`config.mk`:
```
export PLATFORM = sky130hd
export DESIGN_NAME = cert_time_string_parser
export DESIGN_NICKNAME = d
export VERILOG_FILES = /design/src/sv/ctsp_pkg.sv /design/src/sv/cert_time_string_parser.sv
export SDC_FILE = /design/constraint.sdc
export NUM_CORES = 1
export LEC_CHECK = 0
export ABC_AREA = 1
export CAP_MARGIN = 20
export CORE_MARGIN = 5
export CORE_UTILIZATION = 40
export CTS_CLUSTER_DIAMETER = 120
export DETAILED_ROUTE_END_ITERATION = 8
export DONT_BUFFER_PORTS = 1
export GPL_TIMING_DRIVEN = 0
export MAX_ROUTING_LAYER = met4
export PLACE_DENSITY = 0.6
export REMOVE_ABC_BUFFERS = 1
export SLEW_MARGIN = 20
export SYNTH_ARGS = -nofsm -noshare
export SYNTH_HDL_FRONTEND = slang
export SYNTH_SLANG_ARGS = --single-unit
```
`constraint.sdc`:
```
create_clock -name clk -period 5.7 [get_ports clk]
set_input_delay 1.71 -clock clk [delete_from_list [all_inputs] [get_ports clk]]
set_output_delay 1.71 -clock clk [all_outputs]
set_load 0.005 [all_outputs]
```
`src/sv/ctsp_pkg.sv`:
```
package ctsp_pkg;

    // Character codes
    localparam logic [7:0] CHAR_0 = 8'h30;
    localparam logic [7:0] CHAR_9 = 8'h39;
    localparam logic [7:0] CHAR_Z = 8'h5A;

    // Layout and range limits
    localparam int unsigned POS_MAX       = 31;
    localparam int unsigned YLEN_SHORT    = 2;
    localparam int unsigned YLEN_LONG     = 4;
    localparam int unsigned BODY_LEN      = 10;
    localparam int unsigned PIVOT_YEAR    = 50;
    localparam int unsigned BASE_20XX     = 2000;
    localparam int unsigned BASE_19XX     = 1900;
    localparam int unsigned YEAR_MAX      = 9999;
    localparam int unsigned HOUR_MAX      = 23;
    localparam int unsigned MINSEC_MAX    = 59;
    localparam int unsigned CENTURY       = 100;

    // Reciprocal of 100: q = (y * RECIP_100) >> RECIP_SHIFT, exact for y up to 16383
    localparam int unsigned RECIP_100     = 5243;
    localparam int unsigned RECIP_SHIFT   = 19;

    // Field index within the body (after the year)
    localparam logic [2:0] FLD_MONTH  = 3'd0;
    localparam logic [2:0] FLD_DAY    = 3'd1;
    localparam logic [2:0] FLD_HOUR   = 3'd2;
    localparam logic [2:0] FLD_MINUTE = 3'd3;

    typedef struct packed {
        logic [7:0] char_code;
        logic       short_year;
        logic       last;
    } chr_word_t;

    typedef struct packed {
        logic        status;
        logic [13:0] year;
        logic [3:0]  month;
        logic [4:0]  day;
        logic [4:0]  hour;
        logic [5:0]  minute;
        logic [5:0]  second;
    } res_word_t;

    // Accumulated fields of one finished time value
    typedef struct packed {
        logic [13:0] year_acc;
        logic [6:0]  month_acc;
        logic [6:0]  day_acc;
        logic [6:0]  hour_acc;
        logic [6:0]  minute_acc;
        logic [6:0]  second_acc;
        logic        format_bad;
        logic        len_ok;
        logic        short_year;
    } fin_t;

    // Fields after year mapping and range checks
    typedef struct packed {
        logic [13:0] year;
        logic [7:0]  cent_q;
        logic [6:0]  month_acc;
        logic [6:0]  day_acc;
        logic [6:0]  hour_acc;
        logic [6:0]  minute_acc;
        logic [6:0]  second_acc;
        logic        bad;
    } chk_t;

endpackage

```
`src/sv/cert_time_string_parser.sv`:
```
// A result word passes from the edge that accepts the character marked last through the
// final-field register, the year/range register and, after the calendar check, the result register.
// Throughput: one character per cycle; ready drops only when the result stage stalls.
// Reset: rst_n is asynchronous and active low; it clears the character position, the
// accumulators, the format flag and all stage valid bits.
module cert_time_string_parser
    import ctsp_pkg::*;
(
    input  logic      clk,
    input  logic      rst_n,
    input  logic      chr_valid,
    output logic      chr_ready,
    input  chr_word_t chr_data,
    output logic      res_valid,
    input  logic      res_ready,
    output res_word_t res_data
);

    // Parse state
    logic [4:0]  pos_reg, pos_next;
    logic [13:0] year_reg, year_next;
    logic [6:0]  month_reg, month_next;
    logic [6:0]  day_reg, day_next;
    logic [6:0]  hour_reg, hour_next;
    logic [6:0]  minute_reg, minute_next;
    logic [6:0]  second_reg, second_next;
    logic        bad_reg, bad_next;

    // Pipeline stages
    logic      fin_valid_reg;
    fin_t      fin_reg, fin_next;
    logic      chk_valid_reg;
    chk_t      chk_reg, chk_next;
    logic      out_valid_reg;
    res_word_t out_reg, out_next;

    logic fin_ready, chk_ready, out_ready;
    logic chr_acc;

    logic       digit;
    logic [3:0] dval;
    logic [4:0] ylen;
    logic [4:0] rel;
    logic [2:0] fld;

    // Stage-two helpers
    logic [14:0] year_full;
    logic [26:0] recip_prod;

    // Stage-three helpers
    logic [14:0] cent_back;
    logic        century, leap;
    logic [4:0]  dim;
    logic        ok;

    // Ready chain from the result side back to the character side
    assign out_ready = !out_valid_reg || res_ready;
    assign chk_ready = !chk_valid_reg || out_ready;
    assign fin_ready = !fin_valid_reg || chk_ready;
    assign chr_ready = fin_ready;
    assign chr_acc   = chr_valid && chr_ready;

    // Decode the character against its position
    always_comb
    begin
        digit = chr_data.char_code inside {[CHAR_0:CHAR_9]};
        dval  = digit ? 4'(chr_data.char_code - CHAR_0) : 4'd0;
        ylen  = chr_data.short_year ? 5'(YLEN_SHORT) : 5'(YLEN_LONG);
        rel   = pos_reg - ylen;
        fld   = rel[3:1];

        year_next   = year_reg;
        month_next  = month_reg;
        day_next    = day_reg;
        hour_next   = hour_reg;
        minute_next = minute_reg;
        second_next = second_reg;
        bad_next    = bad_reg;

        if (pos_reg < ylen + 5'(BODY_LEN))
        begin
            if (!digit)
            begin
                bad_next = 1'b1;
            end
            else if (pos_reg < ylen)
            begin
                year_next = (year_reg << 3) + (year_reg << 1) + 14'(dval);
            end
            else
            begin
                case (fld)
                    FLD_MONTH:  month_next  = (month_reg << 3) + (month_reg << 1) + 7'(dval);
                    FLD_DAY:    day_next    = (day_reg << 3) + (day_reg << 1) + 7'(dval);
                    FLD_HOUR:   hour_next   = (hour_reg << 3) + (hour_reg << 1) + 7'(dval);
                    FLD_MINUTE: minute_next = (minute_reg << 3) + (minute_reg << 1)
                                              + 7'(dval);
                    default:    second_next = (second_reg << 3) + (second_reg << 1)
                                              + 7'(dval);
                endcase
            end
        end
        else if (pos_reg == ylen + 5'(BODY_LEN))
        begin
            if (chr_data.char_code != CHAR_Z || !chr_data.last)
            begin
                bad_next = 1'b1;
            end
        end
        else
        begin
            bad_next = 1'b1;
        end

        pos_next = (pos_reg < 5'(POS_MAX)) ? pos_reg + 5'd1 : pos_reg;

        fin_next.year_acc   = year_next;
        fin_next.month_acc  = month_next;
        fin_next.day_acc    = day_next;
        fin_next.hour_acc   = hour_next;
        fin_next.minute_acc = minute_next;
        fin_next.second_acc = second_next;
        fin_next.format_bad = bad_next;
        fin_next.len_ok     = pos_reg >= ylen + 5'(BODY_LEN - 1);
        fin_next.short_year = chr_data.short_year;
    end

    // Advance parse state; drop back to the start after the last character
    always_ff @(posedge clk or negedge rst_n)
    begin
        if (!rst_n)
        begin
            pos_reg    <= '0;
            year_reg   <= '0;
            month_reg  <= '0;
            day_reg    <= '0;
            hour_reg   <= '0;
            minute_reg <= '0;
            second_reg <= '0;
            bad_reg    <= 1'b0;
        end
        else if (chr_acc)
        begin
            if (chr_data.last)
            begin
                pos_reg    <= '0;
                year_reg   <= '0;
                month_reg  <= '0;
                day_reg    <= '0;
                hour_reg   <= '0;
                minute_reg <= '0;
                second_reg <= '0;
                bad_reg    <= 1'b0;
            end
            else
            begin
                pos_reg    <= pos_next;
                year_reg   <= year_next;
                month_reg  <= month_next;
                day_reg    <= day_next;
                hour_reg   <= hour_next;
                minute_reg <= minute_next;
                second_reg <= second_next;
                bad_reg    <= bad_next;
            end
        end
    end

    // Map the year and run the range checks
    always_comb
    begin
        if (fin_reg.short_year)
        begin
            year_full = {1'b0, fin_reg.year_acc}
                        + ((fin_reg.year_acc < 14'(PIVOT_YEAR)) ? 15'(BASE_20XX)
                                                                : 15'(BASE_19XX));
        end
        else
        begin
            year_full = {1'b0, fin_reg.year_acc};
        end

        recip_prod = 27'(year_full[13:0]) * 27'(RECIP_100);

        chk_next.year       = year_full[13:0];
        chk_next.cent_q     = recip_prod[26:RECIP_SHIFT];
        chk_next.month_acc  = fin_reg.month_acc;
        chk_next.day_acc    = fin_reg.day_acc;
        chk_next.hour_acc   = fin_reg.hour_acc;
        chk_next.minute_acc = fin_reg.minute_acc;
        chk_next.second_acc = fin_reg.second_acc;
        chk_next.bad        = fin_reg.format_bad || !fin_reg.len_ok
                              || year_full > 15'(YEAR_MAX)
                              || fin_reg.hour_acc > 7'(HOUR_MAX)
                              || fin_reg.minute_acc > 7'(MINSEC_MAX)
                              || fin_reg.second_acc > 7'(MINSEC_MAX);
    end

    // Check the day against the month length and build the result word
    always_comb
    begin
        cent_back = (15'(chk_reg.cent_q) << 6) + (15'(chk_reg.cent_q) << 5)
                    + (15'(chk_reg.cent_q) << 2);
        century   = {1'b0, chk_reg.year} == cent_back;
        leap      = (chk_reg.year[1:0] == 2'd0)
                    && (!century || chk_reg.cent_q[1:0] == 2'd0);

        case (chk_reg.month_acc) inside
            7'd1, 7'd3, 7'd5, 7'd7, 7'd8, 7'd10, 7'd12: dim = 5'd31;
            7'd4, 7'd6, 7'd9, 7'd11:                    dim = 5'd30;
            7'd2:                                       dim = leap ? 5'd29 : 5'd28;
            default:                                    dim = 5'd0;
        endcase

        ok = !chk_reg.bad && dim != 5'd0 && chk_reg.day_acc != 7'd0
             && chk_reg.day_acc <= 7'(dim);

        if (ok)
        begin
            out_next.status = 1'b0;
            out_next.year   = chk_reg.year;
            out_next.month  = chk_reg.month_acc[3:0];
            out_next.day    = chk_reg.day_acc[4:0];
            out_next.hour   = chk_reg.hour_acc[4:0];
            out_next.minute = chk_reg.minute_acc[5:0];
            out_next.second = chk_reg.second_acc[5:0];
        end
        else
        begin
            out_next        = '0;
            out_next.status = 1'b1;
        end
    end

    // Stage valid bits
    always_ff @(posedge clk or negedge rst_n)
    begin
        if (!rst_n)
        begin
            fin_valid_reg <= 1'b0;
            chk_valid_reg <= 1'b0;
            out_valid_reg <= 1'b0;
        end
        else
        begin
            if (fin_ready)
            begin
                fin_valid_reg <= chr_acc && chr_data.last;
            end
            if (chk_ready)
            begin
                chk_valid_reg <= fin_valid_reg;
            end
            if (out_ready)
            begin
                out_valid_reg <= chk_valid_reg;
            end
        end
    end

    // Stage payloads
    always_ff @(posedge clk)
    begin
        if (chr_acc && chr_data.last)
        begin
            fin_reg <= fin_next;
        end
        if (chk_ready && fin_valid_reg)
        begin
            chk_reg <= chk_next;
        end
        if (out_ready && chk_valid_reg)
        begin
            out_reg <= out_next;
        end
    end

    assign res_valid = out_valid_reg;
    assign res_data  = out_reg;

    // An invalid status carries an all-zero date
    a_bad_zero: assert property (@(posedge clk) disable iff (!rst_n)
        res_valid && res_data.status |->
            res_data.year == '0 && res_data.month == '0 && res_data.day == '0
            && res_data.hour == '0 && res_data.minute == '0 && res_data.second == '0)
        else $error("invalid result carries nonzero date fields");

    // A valid status carries an in-range calendar date
    a_good_range: assert property (@(posedge clk) disable iff (!rst_n)
        res_valid && !res_data.status |->
            res_data.month >= 4'd1 && res_data.month <= 4'd12
            && res_data.day >= 5'd1 && res_data.day <= 5'd31
            && res_data.hour <= 5'd23 && res_data.minute <= 6'd59
            && res_data.second <= 6'd59 && res_data.year <= 14'd9999)
        else $error("valid result has a field out of range");

    // The last character restarts parsing from position zero
    a_restart: assert property (@(posedge clk) disable iff (!rst_n)
        chr_acc && chr_data.last |=> pos_reg == '0 && !bad_reg && fin_valid_reg)
        else $error("parse state not restarted after last character");

endmodule
```
==> results of run 1 <==
[logic make-up (layout without fill, tap and decap cells)]
logic type / Yosys count / after routing / synth area share (%)
AOI/OAI and AO/OA: 181 / 181 / 7.18
adders and majority gates: 267 / 267 / 25.6
and+or+nand+nor: 597 / 597 / 16.5
muxes: 3 / 3 / 0.197
buffers and inverters: 350 / 468 / 8.91
DFF: 205 / 205 / 38.5
xor gates and xnor gates: 54 / 54 / 3.15
[stage by stage]
stage                     cells  hold WS, ns  instance area [um2]
after CTS                  2278        0.416                18100
after detailed placement   2154        0.405                15900
final                      2286        0.414                18300
after global routing       2286        0.422                18300
after floorplan            1635        0.400                15100
after global placement     2146        0.400                15800
[worst max-delay path, delay by kind of cell, from the launching register on]
| family | cells | cell delay, ns |
|---|---|---|
| buf+inv | 10 | 0.62 |
| flops | 1 | 0.45 |
| compound gates | 1 | 0.19 |
| fa+ha+maj | 8 | 2.87 |
| simple gates | 15 | 1.64 |
[final cells by class]
class / count / area share (%)
clock buffers: 31 / 3.70
clock inverters: 11 / 0.512
inverters: 328 / 6.87
multi-input cells: 1102 / 48.7
flip-flops and latches: 205 / 32.0
well taps: 511 / 3.49
repair buffers: 98 / 4.72
[path summary, 6_finish.rpt]
kind / slack [ns] / startpoint / end / cells past startpoint
worst max register to register: -0.33 / fin_reg[39]$_DFFE_PP_ / chk_reg[41]$_DFFE_PP_ / 34
max in group asynchronous: 4.70 / rst_n / month_reg[4]$_DFFE_PN0P_ / 0
worst min-delay path: 0.41 / chk_next[29]$_DFFE_PP_ / chk_reg[29]$_DFFE_PP_ / 0
worst min register to register: 0.41 / chk_next[29]$_DFFE_PP_ / chk_reg[29]$_DFFE_PP_ / 0
worst max-delay path: -0.33 / fin_reg[39]$_DFFE_PP_ / chk_reg[41]$_DFFE_PP_ / 34
min in group asynchronous: 0.89 / rst_n / second_reg[5]$_DFFE_PN0P_ / 0
[cells in the final DEF (no fill, tap or decap), types with 40 or more instances in the layout]
cell / count
edfxtp_1: 147
buf_4: 79
nand2_2: 40
ha_1: 168
nor2_1: 90
nand2_1: 298
o21ai_0: 41
inv_1: 289
fa_1: 70
dfrtp_1: 58
nand3_1: 57
[timing repair]
action,CTS,global route
resized for setup,201,41
pin swaps,96,53
buffers inserted,84,12
setup endpoints to repair,8,9
[power by group through the flow]
stage	clock, uW	combinational (uW)	sequential, uW
2_1_floorplan	0	2170	1790
3_3_place_gp	0	2800	1820
3_5_place_dp	0	2840	1810
4_1_cts	1510	3760	1780
5_1_grt	1590	4510	1790
6_report	1480	4040	1780
[routing by layer]
layer / GRT usage (%) / vias up
met2: 29.3 / 219
li1: - / 5575
met1: 23.0 / 5438
met5: - / -
met4: 5.00 / 0
met3: 2.36 / 61
==> reports/qor.csv, run 1 <==
stage;metric;value;unit
worst_setup_path;Worst Path Required;5.94;ns
sta;Slew Limit Fails;0;
placed_design;worst slack at placement;-1.29;ns
power;total chip power;7300;uW
die;initial core utilization;40.5;%
die;Rows;71;
die;Die Wd;205;um
worst_setup_path;Setup CP Type;reg -> reg;
synthesis;Commonest cells post-synth;343 x nand2_1, 325 x inv_1, 193 x ha_1;
sta;Rel. slew slack;34.1;%
sta;final setup vio count;8;
synthesis;Unique masters post-synth;44;
worst_setup_path;Max stage delay on crit path;0.56;ns
power;PwrDens;398;nW/um2
synthesis;area share of the leading cell type in the synthesized netlist;29.0;%
power;static leakage;0.00878;uW
clocking;Worst-path clk slew;0.06;ns
die;full die area;42100;um2
clocking;Sink Count;205;
sta;Worst Tran Pin Value;0.985;ns
sta;RSZ-0062 raised after global routing;yes;
clocking;number of H-tree levels;1;
placed_design;gpl congestion;0.885;
worst_setup_path;CP Capture Type;register;
detailed_routing;M1 wire length;16300;um
clocking;CTS Root Cell;clkbuf_16;
final_layout;Synth-to-Final Area Change;20.2;%
power;switching pwr;3060;uW
detailed_routing;uppermost layer routed;met4;
final_layout;Fill cells;3478;
global_routing;gr ovfl total;0;
final_layout;share of layout cells above drive strength 1;20.5;%
sta;Fin. Hold Viols;0;
synthesis;Seq cells post-synth;205;
detailed_routing;Post-DRT Antenna Nets;0;
final_layout;net count reported at finish;2039;
clocking;Hold Buf Count CTS;0;
global_routing;antenna violations before repair;0;
sta;final setup TNS;-1.77;ns
synthesis;top_reg_cell synth;edfxtp_1;
power;Max VDD drop;0.267;mV
worst_setup_path;CP startpoint kind;register;
flow_run;number of max-cap violations;0;
worst_setup_path;Crit path arrival time;6.27;ns
clocking;TritonCTS clock tree;yes;
detailed_routing;routed len/inst;15.9;um
power;internal power;4240;uW
clocking;CTS buffer count;23;
power;Sw Ratio;41.9;%
synthesis;Synth Instances;1657;
synthesis;Mean Syn Cell Area;9.20;um2
global_routing;wire length of the first global-routing pass;58700;um
die;Core Region;37700;um2
hold_path;Tightest Hold Check Type;reg -> reg;
final_layout;Final Core Density;48.7;%
final_layout;ANT cells;0;
synthesis;Post-synth EDFFs;147;
sta;f_max;0.166;GHz
detailed_routing;metal3 WL;1310;um
sta;Tmin final;6.03;ns
detailed_routing;Post-Route WL;36300;um
sta;Clock Skew;0.0294;ns
synthesis;most numerous cell in the Yosys netlist;nand2_1;
detailed_routing;DRC;0;
synthesis;yosys warns;0;
clocking;Clk Latency, worst-skew pair;0.52;ns
placed_design;PortBufs;0;
global_routing;GRT Total Usage;17.7;%
power;Comb power frac;55.3;%
sta;fin crit share;106;%
outcome;outcome;finished with violations;
synthesis;largest cells by area after synthesis;edfxtp_1 29%, ha_1 16%, fa_1 9.7%;
synthesis;sequential share of the synthesized area;38.5;%
synthesis;largest area contributor in the netlist;edfxtp_1;
synthesis;synthesized area;15200;um2
detailed_routing;WL met2;17600;um
worst_setup_path;CP Max Fanout;5;
worst_setup_path;most frequent CP cell;inv_2;
detailed_routing;Vias;11300;
sta;final worst slack;-0.325;ns
detailed_routing;DRT iter0 DRCs;647;
worst_setup_path;Worst path slowest cell;fa_1;
power;sequential power share;24.4;%
outcome;failing checks;setup timing;
die;Die H;205;um
global_routing;vias in the first global route;11500;
final_layout;Largest register FFs;54;
die;io pins;57;
power;clock group share of total power;20.3;%
final_layout;area occupied by multi-input gates;8920;um2
clocking;Clock Tree Buf Depth;3;
final_layout;Sequential Area;5870;um2
placed_design;DP HPWL;26300;um
detailed_routing;DRT Pass-1 Iters;6;
global_routing;largest net degree at the start of global routing;59;
detailed_routing;Avg Vias per Cell;4.94;
synthesis;ys async rst share;28.3;%
(Power assumes the default switching activity.)
==> run 2, diff against run 1 <==
- CORE_ASPECT_RATIO: not set -> 1.5
==> run 2 against run 1 <==
Compared with the run above:
- largest power group unchanged
- non-clock buffer count is 19 higher
- critical path type unchanged
- critical endpoint is now chk_reg[38]$_DFFE_PP_
- power is 6.8% higher
- the run still ends with setup timing left
- worst setup slack got worse by 0.037 ns
==> reports/qor.csv, run 2 (synthesis results as in run 1) <==
stage;metric;value;unit;change
clocking;CTS Root Cell;clkbuf_16;;
sta;Worst Tran Pin Value;1.02;ns;+0.0329 ns
power;internal power;4530;uW;+6.7%
worst_setup_path;most frequent CP cell;fa_1;;
power;Comb power frac;56.4;%;+1.1 points
clocking;Hold Buf Count CTS;0;;unchanged
worst_setup_path;worst flop-to-flop path startpoint;fin_reg[47]$_DFFE_PP_;;
final_layout;most frequent cells in the layout;296 x nand2_1, 283 x inv_1, 162 x ha_1;;
sta;Fin. Hold Viols;0;;unchanged
detailed_routing;Post-DRT Antenna Nets;0;;unchanged
die;initial core utilization;40.5;%;about the same
global_routing;antenna violations before repair;1;;+1
global_routing;largest net degree at the start of global routing;59;;unchanged
die;io pins;57;;unchanged
die;full die area;42200;um2;+0.19%
global_routing;vias in the first global route;12100;;+5.8%
clocking;CTS buffer count;23;;unchanged
detailed_routing;routed len/inst;16.9;um;+6.2%
power;sequential power share;22.8;%;-1.6 points
final_layout;Synth-to-Final Area Change;23.0;%;
hold_path;hold depth;0;;unchanged
die;Die H;249;um;+21%
sta;final setup vio count;8;;unchanged
final_layout;share of layout cells above drive strength 1;22.8;%;+2.4 points
final_layout;Fill cells;3374;;-3.0%
sta;Rel. slew slack;31.9;%;-2.2 points
sta;Clock Skew;0.0230;ns;-0.00642 ns
hold_path;worst hold endpoint;chk_reg[28]$_DFFE_PP_;;
sta;fin crit share;106;%;+0.64 points
final_layout;Largest register FFs;54;;unchanged
outcome;failing checks;setup timing;;
global_routing;wire length of the first global-routing pass;60600;um;+3.2%
worst_setup_path;Crit path arrival time;6.32;ns;+0.05 ns
worst_setup_path;CP startpoint kind;register;;
die;Core Region;37700;um2;about the same
global_routing;gr ovfl total;0;;unchanged
detailed_routing;Avg Vias per Cell;5.09;;+3.1%
hold_path;Hold Crit Start;chk_next[28]$_DFFE_PP_;;
placed_design;PortBufs;0;;unchanged
placed_design;DP HPWL;27800;um;+5.7%
detailed_routing;DRT iter0 DRCs;514;;-21%
detailed_routing;DRT Pass-1 Iters;5;;-1
worst_setup_path;Max stage delay on crit path;0.60;ns;+0.04 ns
hold_path;Tightest Hold Check Type;reg -> reg;;
worst_setup_path;CP Capture Type;register;;
power;PwrDens;416;nW/um2;+4.4%
sta;f_max;0.165;GHz;-0.60%
worst_setup_path;Setup CP Type;reg -> reg;;
worst_setup_path;worst r2r dst;chk_reg[38]$_DFFE_PP_;;
sta;RSZ-0062 raised after global routing;yes;;
global_routing;GRT Total Usage;18.2;%;+0.49 points
final_layout;Final Core Density;49.8;%;+1.1 points
detailed_routing;DRC;0;;unchanged
clocking;Sink Count;205;;unchanged
power;Max VDD drop;0.317;mV;+19%
worst_setup_path;Buf/Inv on CP;6;;-4
worst_setup_path;Worst path top cell family by delay;adder cells;;
detailed_routing;Post-Route WL;38500;um;+6.2%
clocking;Clock Tree Buf Depth;3;;unchanged
placed_design;gpl congestion;0.905;;+2.2%
flow_run;number of max-cap violations;0;;unchanged
final_layout;net count reported at finish;2059;;+0.98%
clocking;Clk Latency, worst-skew pair;0.52;ns;about the same
sta;final setup TNS;-2.52;ns;-0.743 ns
final_layout;most common cell after layout, fill and taps aside;nand2_1;;
die;Rows;87;;+23%
sta;Tmin final;6.06;ns;+0.0366 ns
power;Sw Ratio;41.9;%;+0.055 points
worst_setup_path;Worst path slowest cell;fa_2;;
worst_setup_path;r2r setup slk;-0.36;ns;-0.04 ns
worst_setup_path;CP Max Fanout;4;;-1
sta;Slew Limit Fails;0;;unchanged
power;switching pwr;3270;uW;+7.0%
detailed_routing;Vias;11600;;+3.0%
clocking;TritonCTS clock tree;yes;;
worst_setup_path;Worst Path Required;5.96;ns;+0.02 ns
final_layout;post-route design area;18800;um2;+2.4%
clocking;Worst-path clk slew;0.06;ns;about the same
clocking;number of H-tree levels;1;;unchanged
power;static leakage;0.00894;uW;+1.8%
outcome;outcome;finished with violations;;
power;clock group share of total power;20.8;%;+0.5 points
die;Die Wd;169;um;-17%
sta;final worst slack;-0.362;ns;-0.0366 ns
worst_setup_path;r2r worst-path depth;27;;-21%
placed_design;Area after DPL;15900;um2;about the same
run 2: cell count changes in the layout (fill, tap and decap cells not counted), sizes merged:
cell      delta
buf         +19
bufinv       +5
clkbuf       -5
clkinvlp     +1
diode        +1
inv          -1
nand2        +1
run 2: cell type report:
class	count	area (um2)	area share [%]
antenna	1	2.50	0.0133
tap	489	612	3.26
clock buffer	26	587	3.13
clock inverter	16	238	1.27
timing repair buffer	117	1060	5.65
multi-input combinational	1103	9130	48.7
sequential	205	5870	31.3
inverter	328	1260	6.72
run 2: per-layer routing:
layer / GRT usage [%] / vias up / part of all wire [%] / routed length, um
li1: - / 5621 / - / -
met1: 18.5 / 5610 / 37 / 14200
met2: 34.2 / 267 / 54 / 20800
met5: - / - / 0 / 0
met3: 1.98 / 135 / 2.9 / 1110
met4: 8.75 / 0 / 6.2 / 2400
run 2: timing repair:
item                                    4_1_cts  5_1_grt
endpoints found under the setup margin        8        9
setup buffers                                91       25
gates resized for setup                     213       81
pin swaps                                    95       75
cloned                                        1        0
run 2: worst max path at each step:
stage | depth (start not counted) | endpoint | start
final | 27 | chk_reg[38]$_DFFE_PP_ | fin_reg[47]$_DFFE_PP_
after floorplan | 27 | chk_reg[42]$_DFFE_PP_ | fin_reg[44]$_DFFE_PP_
after CTS | 32 | chk_reg[42]$_DFFE_PP_ | fin_reg[44]$_DFFE_PP_
after detailed placement | 27 | chk_reg[42]$_DFFE_PP_ | fin_reg[39]$_DFFE_PP_
after global placement | 26 | chk_reg[42]$_DFFE_PP_ | fin_reg[39]$_DFFE_PP_
after global routing | 27 | chk_reg[38]$_DFFE_PP_ | fin_reg[44]$_DFFE_PP_
run 2: power by group through the flow:
| stage | Sequential (uW) | Combinational [uW] | Clock, uW |
|---|---|---|---|
| 2_1_floorplan | 1790 | 2170 | 0 |
| 5_1_grt | 1790 | 4830 | 1720 |
| 3_3_place_gp | 1820 | 2810 | 0 |
| 6_report | 1780 | 4390 | 1620 |
| 3_5_place_dp | 1810 | 2880 | 0 |
| 4_1_cts | 1780 | 4010 | 1650 |
run 2: worst reg2reg max path, cell delays in order (launching register included):
cell and delay [ns]:
edfxtp_1 0.44, nor2_4 0.18, nand4_1 0.23, nor2_4 0.27, inv_4 0.08, ha_4 0.31, inv_4 0.04, nor3_4 0.19
nand2_4 0.09, nand3_2 0.07, nand2_2 0.08, nand2_4 0.11, clkinvlp_4 0.15, xor2_1 0.20, inv_1 0.10, fa_2 0.60
fa_1 0.45, fa_1 0.49, inv_1 0.06, fa_1 0.55, inv_2 0.05, ha_4 0.23, a21o_1 0.21, a21oi_2 0.16
o21ai_1 0.09, nand2_1 0.08, nand3_2 0.13, xor2_2 0.18
run 2: stage by stage:
stage | instances | total power, uW | setup slack, ns | hold slack [ns]
2_1_floorplan | 1635 | 3960 | -0.367 | 0.400
3_3_place_gp | 2124 | 4630 | -1.90 | 0.401
3_5_place_dp | 2133 | 4700 | -1.53 | 0.405
4_1_cts | 2264 | 7450 | -0.201 | 0.416
5_1_grt | 2285 | 8340 | -0.558 | 0.423
6_report | 2285 | 7800 | -0.362 | 0.415
